$ cat config.mk
export PLATFORM = sky130hd
export DESIGN_NAME = tar_member_deframer
export DESIGN_NICKNAME = d
export VERILOG_FILES = /design/src/rtl/core/tmd_pkg.sv /design/src/rtl/core/tar_member_deframer.sv
export SDC_FILE = /design/constraint.sdc
export NUM_CORES = 1
export LEC_CHECK = 0
export BUFFER_PORTS_ARGS = -buffer_cell sky130_fd_sc_hd__buf_2
export CORE_ASPECT_RATIO = 1.1
export CORE_UTILIZATION = 34
export CTS_CLUSTER_DIAMETER = 40
export CTS_CLUSTER_SIZE = 8
export DETAILED_ROUTE_END_ITERATION = 8
export PLACE_DENSITY_LB_ADDON = 0.08
export SLEW_MARGIN = 30
export SYNTH_ARGS = -nofsm -noshare
export SYNTH_HDL_FRONTEND = slang
export SYNTH_SLANG_ARGS = --single-unit
$ cat constraint.sdc
create_clock -name i_clk -period 4.9 [get_ports i_clk]
set_input_delay 1.47 -clock i_clk [delete_from_list [all_inputs] [get_ports i_clk]]
set_output_delay 1.47 -clock i_clk [all_outputs]
set_load 0.01 [all_outputs]
$ cat src/rtl/core/tmd_pkg.sv
// Package for the tar member deframer: field offsets, character codes and
// the codes for phase, size parsing and result kinds.
// No dependencies.
package tmd_pkg;

    localparam int BLOCK_BYTES_DEF  = 512;
    localparam int SIZE_BITS_DEF    = 36;

    localparam int NAME_FIELD_BYTES = 100;
    localparam int SIZE_FIELD_START = 124;
    localparam int SIZE_FIELD_END   = 136;
    localparam int MEMBER_SIZE_W    = 36;

    typedef logic [1:0] t_phase;
    typedef logic [1:0] t_size_mode;
    typedef logic [1:0] t_kind;

    localparam t_phase PH_HEADER  = 2'd0;
    localparam t_phase PH_CONTENT = 2'd1;
    localparam t_phase PH_PAD     = 2'd2;

    localparam t_size_mode SP_SKIP   = 2'd0;
    localparam t_size_mode SP_DIGITS = 2'd1;
    localparam t_size_mode SP_DONE   = 2'd2;

    localparam t_kind KIND_NAME    = 2'd0;
    localparam t_kind KIND_SIZE    = 2'd1;
    localparam t_kind KIND_CONTENT = 2'd2;

    localparam logic [7:0] CHR_NUL   = 8'h00;
    localparam logic [7:0] CHR_SPACE = 8'h20;
    localparam logic [7:0] CHR_DOT   = 8'h2e;
    localparam logic [7:0] CHR_ZERO  = 8'h30;
    localparam logic [7:0] CHR_SEVEN = 8'h37;

endpackage

$ cat src/rtl/core/tar_member_deframer.sv
// A result is registered and appears in the cycle after the word that causes it is accepted.
// Throughput: one input word per cycle; the output register holds a result while
// the next word is accepted in the same cycle that the result is taken.
// The only limit is the output register: a word waits while a result is stalled.
// Reset (synchronous, active low) returns the parser to the start of a header
// block and empties the output register.
// Tar member deframer top level; depends on tmd_pkg.
module tar_member_deframer #(
    parameter int BLOCK_BYTES = tmd_pkg::BLOCK_BYTES_DEF,
    parameter int SIZE_BITS   = tmd_pkg::SIZE_BITS_DEF
) (
    input  logic                             i_clk,
    input  logic                             i_rst_n,
    input  logic                             i_in_valid,
    output logic                             o_in_ready,
    input  logic [7:0]                       i_in_byte,
    output logic                             o_out_valid,
    input  logic                             i_out_ready,
    output logic [1:0]                       o_record_kind,
    output logic [7:0]                       o_out_byte,
    output logic [tmd_pkg::MEMBER_SIZE_W-1:0] o_member_size,
    output logic                             o_last_of_member
);

    localparam int OFF_W = $clog2(BLOCK_BYTES);
    localparam logic [OFF_W-1:0] OFF_LAST = OFF_W'(BLOCK_BYTES - 1);
    localparam int MS_W = tmd_pkg::MEMBER_SIZE_W;

    tmd_pkg::t_phase     r_phase, n_phase;
    logic [OFF_W-1:0]    r_block_offset, n_block_offset;
    logic                r_keep_member, n_keep_member;
    logic                r_name_ended, n_name_ended;
    tmd_pkg::t_size_mode r_size_mode, n_size_mode;
    logic [SIZE_BITS-1:0] r_size_acc, n_size_acc;
    logic [SIZE_BITS-1:0] r_bytes_rem, n_bytes_rem;

    logic                r_out_valid;
    tmd_pkg::t_kind      r_kind, n_kind;
    logic [7:0]          r_out_byte, n_out_byte;
    logic [MS_W-1:0]     r_member_size, n_member_size;
    logic                r_last, n_last;
    logic                n_emit;

    logic                w_accept;
    logic [31:0]         w_off32;
    logic                w_first;
    logic                w_keep;
    logic                w_name_ended;
    tmd_pkg::t_size_mode w_mode;
    logic [SIZE_BITS-1:0] w_acc;
    logic                w_octal;
    logic [MS_W+SIZE_BITS-1:0] w_acc_ext;
    logic [MS_W+SIZE_BITS-1:0] w_cur_ext;
    logic [OFF_W-1:0]    w_off_adv;

    assign o_in_ready = !r_out_valid || i_out_ready;
    assign w_accept   = i_in_valid && o_in_ready;
    assign w_off32    = 32'(r_block_offset);
    assign w_first    = (r_block_offset == '0);
    assign w_octal    = (i_in_byte >= tmd_pkg::CHR_ZERO) && (i_in_byte <= tmd_pkg::CHR_SEVEN);
    assign w_off_adv  = (r_block_offset == OFF_LAST) ? '0 : r_block_offset + 1'b1;
    assign w_cur_ext  = {{MS_W{1'b0}}, r_size_acc};

    always_comb begin
        n_phase        = r_phase;
        n_block_offset = r_block_offset;
        n_keep_member  = r_keep_member;
        n_name_ended   = r_name_ended;
        n_size_mode    = r_size_mode;
        n_size_acc     = r_size_acc;
        n_bytes_rem    = r_bytes_rem;
        n_emit         = 1'b0;
        n_kind         = tmd_pkg::KIND_NAME;
        n_out_byte     = i_in_byte;
        n_member_size  = '0;
        n_last         = 1'b0;
        w_keep         = r_keep_member;
        w_name_ended   = r_name_ended;
        w_mode         = r_size_mode;
        w_acc          = r_size_acc;
        w_acc_ext      = '0;

        unique case (r_phase)
            tmd_pkg::PH_HEADER: begin
                if (w_first) begin
                    w_keep       = (i_in_byte != tmd_pkg::CHR_NUL) &&
                                   (i_in_byte != tmd_pkg::CHR_DOT);
                    w_name_ended = 1'b0;
                    w_mode       = tmd_pkg::SP_SKIP;
                    w_acc        = '0;
                end
                n_keep_member = w_keep;
                n_name_ended  = w_name_ended;
                n_size_mode   = w_mode;
                n_size_acc    = w_acc;

                if (w_off32 < 32'(tmd_pkg::NAME_FIELD_BYTES) && !w_name_ended) begin
                    if (i_in_byte == tmd_pkg::CHR_NUL) begin
                        n_name_ended = 1'b1;
                    end else if (w_keep) begin
                        n_emit = 1'b1;
                    end
                end
                if (w_off32 + 32'd1 >= 32'(tmd_pkg::NAME_FIELD_BYTES)) begin
                    n_name_ended = 1'b1;
                end

                if (w_off32 >= 32'(tmd_pkg::SIZE_FIELD_START) &&
                    w_off32 < 32'(tmd_pkg::SIZE_FIELD_END) &&
                    w_mode != tmd_pkg::SP_DONE &&
                    !(w_mode == tmd_pkg::SP_SKIP && i_in_byte == tmd_pkg::CHR_SPACE)) begin
                    if (!w_octal) begin
                        n_size_mode = tmd_pkg::SP_DONE;
                    end else begin
                        n_size_mode = tmd_pkg::SP_DIGITS;
                        if (|w_acc[SIZE_BITS-1:SIZE_BITS-3]) begin
                            n_size_acc = '1;
                        end else begin
                            n_size_acc = {w_acc[SIZE_BITS-4:0], i_in_byte[2:0]};
                        end
                    end
                end

                if (r_block_offset == OFF_LAST) begin
                    w_acc_ext      = {{MS_W{1'b0}}, n_size_acc};
                    n_emit         = w_keep;
                    n_kind         = tmd_pkg::KIND_SIZE;
                    n_out_byte     = '0;
                    n_member_size  = w_acc_ext[MS_W-1:0];
                    n_last         = (n_size_acc == '0);
                    n_block_offset = '0;
                    n_bytes_rem    = n_size_acc;
                    n_phase        = (n_size_acc == '0) ? tmd_pkg::PH_HEADER
                                                        : tmd_pkg::PH_CONTENT;
                end else begin
                    n_block_offset = r_block_offset + 1'b1;
                end
            end
            tmd_pkg::PH_CONTENT: begin
                n_bytes_rem    = (r_bytes_rem != '0) ? r_bytes_rem - 1'b1 : r_bytes_rem;
                n_emit         = r_keep_member;
                n_kind         = tmd_pkg::KIND_CONTENT;
                n_member_size  = w_cur_ext[MS_W-1:0];
                n_last         = (n_bytes_rem == '0);
                n_block_offset = w_off_adv;
                if (n_bytes_rem == '0) begin
                    n_phase = (w_off_adv == '0) ? tmd_pkg::PH_HEADER : tmd_pkg::PH_PAD;
                end
            end
            default: begin
                n_block_offset = w_off_adv;
                if (w_off_adv == '0) begin
                    n_phase = tmd_pkg::PH_HEADER;
                end
            end
        endcase
    end

    always_ff @(posedge i_clk) begin
        if (!i_rst_n) begin
            r_phase        <= tmd_pkg::PH_HEADER;
            r_block_offset <= '0;
            r_keep_member  <= 1'b0;
            r_name_ended   <= 1'b0;
            r_size_mode    <= tmd_pkg::SP_SKIP;
            r_size_acc     <= '0;
            r_bytes_rem    <= '0;
            r_out_valid    <= 1'b0;
        end else begin
            if (w_accept) begin
                r_phase        <= n_phase;
                r_block_offset <= n_block_offset;
                r_keep_member  <= n_keep_member;
                r_name_ended   <= n_name_ended;
                r_size_mode    <= n_size_mode;
                r_size_acc     <= n_size_acc;
                r_bytes_rem    <= n_bytes_rem;
            end
            if (o_in_ready) begin
                r_out_valid <= w_accept && n_emit;
            end
        end
    end

    always_ff @(posedge i_clk) begin
        if (w_accept && n_emit) begin
            r_kind        <= n_kind;
            r_out_byte    <= n_out_byte;
            r_member_size <= n_member_size;
            r_last        <= n_last;
        end
    end

    assign o_out_valid      = r_out_valid;
    assign o_record_kind    = r_kind;
    assign o_out_byte       = r_out_byte;
    assign o_member_size    = r_member_size;
    assign o_last_of_member = r_last;

    a_name_fields: assert property (@(posedge i_clk) disable iff (!i_rst_n)
        o_out_valid && o_record_kind == tmd_pkg::KIND_NAME
        |-> o_member_size == '0 && !o_last_of_member)
        else $error("name word carries size or last flag");

    a_kind_range: assert property (@(posedge i_clk) disable iff (!i_rst_n)
        o_out_valid |-> o_record_kind <= tmd_pkg::KIND_CONTENT)
        else $error("undefined result kind");

    a_size_byte: assert property (@(posedge i_clk) disable iff (!i_rst_n)
        o_out_valid && o_record_kind == tmd_pkg::KIND_SIZE |-> o_out_byte == '0)
        else $error("size word with nonzero byte");

    a_content_rem: assert property (@(posedge i_clk) disable iff (!i_rst_n)
        r_phase == tmd_pkg::PH_CONTENT |-> r_bytes_rem != '0)
        else $error("content phase with no bytes remaining");

    a_content_end: assert property (@(posedge i_clk) disable iff (!i_rst_n)
        w_accept && r_phase == tmd_pkg::PH_CONTENT && r_bytes_rem == SIZE_BITS'(1)
        |=> r_phase != tmd_pkg::PH_CONTENT)
        else $error("content phase did not end after last byte");

endmodule
==> results.toml <==
[status]
status = "finished clean"

[critical_path]
arrival_ns = 4.17
cp.required_ns = 5.21
crit_type = "register to register"
endpoint_kind = "register"
crit_fanout = 18
start_kind = "register"

[synthesis]
synth_area_um2 = 7950
synthCells = 1027
yosysUniqueCellTypes = 76
syn_nets = 1043
synth_top_flop_cell = "dfxtp_1"
yosys.area.top_type = "dfxtp_1"
synth_top_area_share = 0.222
yosysSeqAreaShare = 0.399
synthArstFlopShare = 0
yosys_warnings = 0
synth_seq_cells = 135
avgSynthCellArea_um2 = 7.74
synth_edf_count = 47
synthTopCellsByArea = "dfxtp_1 (22%), edfxtp_1 (18%), nor2_1 (7.4%), o21ai_0 (7.0%), a21oi_1 (6.4%)"

[detailed_routing]
routedWlPerCell_um = 19.3
dr_wl_met3_um = 1150
route.detailed.drc = 0
dr_wl_met2_um = 12200
met1_length_um = 12200
postRouteAntennaNets = 0
via_per_inst = 5.72
vias = 7759
detail_route.iter0.violations = 598
top_layer_used = "met4"
finalWirelength_um = 26200
first_pass_iters = 7

[cts]
path_clk_slew_ns = 0.07
cts-root-buf = "clkbuf_16"
cts.repair.resized = 0
cts_tree = "built"
hold_buffers = 0
clk_latency_ns = 0.43
cts_buffers = 17
clock-sinks = 135
post-cts-setup-buffers = 0
cts_buffer_depth = 2
htreeDepth = 4

[floorplanning]
initial_core_util = 0.346
die_h_um = 162
fp.dieW_um = 148
die-area_um2 = 24000
num_rows = 58
io_pins = 61
coreArea_um2 = 22900

[place]
portBuffers = 60
dp_hpwl_um = 18600
routabilityCongestion = 0.906

[layout]
drive_gt1_frac = 0.135
regArea_um2 = 3170
nets = 1060
multi_input_area_um2 = 4370
antenna_cells = 0
syn2layout_area_growth_pct = 13.7
fillers = 2416

[sta]
fin_skew_ns = 0.00859
min_period_ns = 3.86
relSlewSlack = 0.455
setup_tns_ns = 0
hold_viol = 0
setup_viol = 0
max_freq_ghz = 0.259
fin_crit_sh = 0.787
hold_ws_ns = 0.469
rsz0062_at_grt = "no"
drv_slew = 0
tightest_slew_ns = 0.813

[grt]
overflow = 0
grt_pass1_vias = 7039
grt_start_max_net_pins = 48
grt_pass1_wl_um = 41000
track_usage = 0.222
antenna_found_initial = 0

[power_and_ir_drop]
peakVddDrop_mv = 0.171
power.density_nw_per_um2 = 302
p_leak_nw = 3.22

[run]
cap_violations = 0

[hold_path]
hp-class = "register to register"
## kinds of logic after synthesis
logic type,count (synthesis),synth area share
buffers and inverters,102,0.0535
multiplexers,2,0.00252
AND/OR/NAND/NOR,454,0.285
adder cells (fa/ha/maj),4,0.00630
XOR/XNOR,11,0.0121
flip-flops,135,0.399
AO/OA/AOI/OAI,319,0.241
## routing by layer
metal / vias up / global-route usage
met3: 39 / 0.0287
met1: 3696 / 0.303
met2: 246 / 0.357
li1: 3778 / -
met5: - / 0
met4: 0 / 0.0848
## synth_stat cells, drive strengths merged (3+ instances only)
library cell  instances
a211o                 3
a211oi               12
a21oi               101
a221oi                3
a22o                  8
a22oi                10
a31oi                 9
and2                 11
and3                  4
and4                  4
buf                  22
clkbuf               61
dfxtp                88
edfxtp               47
ha                    4
inv                  17
nand2               115
nand2b                6
nand3                19
nand3b                5
nand4                13
nand4b                3
nor2                157
nor2b                 3
nor3                 43
nor3b                 5
nor4                 19
nor4b                 5
o211ai                9
o21ai               114
o221ai                3
o22ai                11
o31ai                 8
o41ai                 4
or3                  23
or4                  15
xnor2                 8
xor2                  3
## cell type report
type,count,area share
sequential,135,0.351
tap,300,0.0415
clock buffer,18,0.0475
clock inverter,14,0.0179
multi-input combinational,790,0.483
inverter,19,0.00789
timing repair buffer,81,0.0507
## state kept, by name, indices dropped and copies added, names as in the netlist
| register | flops |
|---|---|
| r_bytes_rem | 36 |
| r_size_acc | 36 |
| o_out_valid | 1 |
| r_phase | 2 |
| o_out_byte | 8 |
| r_size_mode | 2 |
| r_keep_member | 1 |
| o_last_of_member | 1 |
| o_member_size | 36 |
| r_name_ended | 1 |
| r_block_offset | 9 |
| o_record_kind | 2 |
## worst max-delay path: stages, from the launching register on
cell and delay, ns:
dfxtp_1 0.41, nor4_1 0.52, nand4_1 0.40, nor3_2 0.79, buf_4 0.35, a211o_1 0.14
nand4b_1 0.14, nor4_2 0.33, nand4_1 0.30, nor3_1 0.25, o2bb2ai_1 0.10
## cells in the final DEF, fill, tap and decap left out, types with 5 or more instances in the layout
cell type and count:
nand3_1 19, inv_1 16, dfxtp_1 88, nor4b_1 5, nor4_2 5, xnor2_1 8, o21ai_0 111, buf_2 60
a21oi_1 100, nand4_1 12, nor3_1 38, and2_1 11, inv_6 8, a22oi_1 10, a22o_1 8, edfxtp_1 47
a31oi_1 9, o22ai_1 11, clkbuf_16 17, or3_1 21, o31ai_1 8, nand3b_1 5, nand2b_1 5, nand2_1 113
nor2_1 157, nor4_1 13, buf_4 21, or4_1 12, o211ai_1 9, a211oi_1 11
## final timing paths
path | start | slack [ns] | depth (start not counted) | end
worst min register to register | r_bytes_rem[29]$_SDFFE_PN0P_ | 0.47 | 2 | r_bytes_rem[29]$_SDFFE_PN0P_
worst max-delay path | r_bytes_rem[26]$_SDFFE_PN0P_ | 1.04 | 10 | r_phase[0]$_SDFFE_PN0P_
worst min-delay path | r_bytes_rem[29]$_SDFFE_PN0P_ | 0.47 | 2 | r_bytes_rem[29]$_SDFFE_PN0P_
worst max register to register | r_bytes_rem[26]$_SDFFE_PN0P_ | 1.04 | 10 | r_phase[0]$_SDFFE_PN0P_
## stage by stage
stage,area [um^2],std cells,setup WS (ns),power (mW),util
6_report,9040,1357,1.04,2.73,0.394
5_1_grt,9040,1357,0.782,2.81,0.394
4_1_cts,9040,1357,1.07,2.76,0.394
3_5_place_dp,8450,1325,0.685,1.43,0.368
3_3_place_gp,8450,1325,0.693,1.43,0.368
2_1_floorplan,7950,1027,0.138,1.35,-
## power breakdown
part	internal, mW	switching (mW)	total [mW]
registers	1.21	0.0142	1.22
clock network	0.763	0.561	1.32
logic	0.0538	0.132	0.186
No activity file was read; power rests on OpenSTA's default activity.
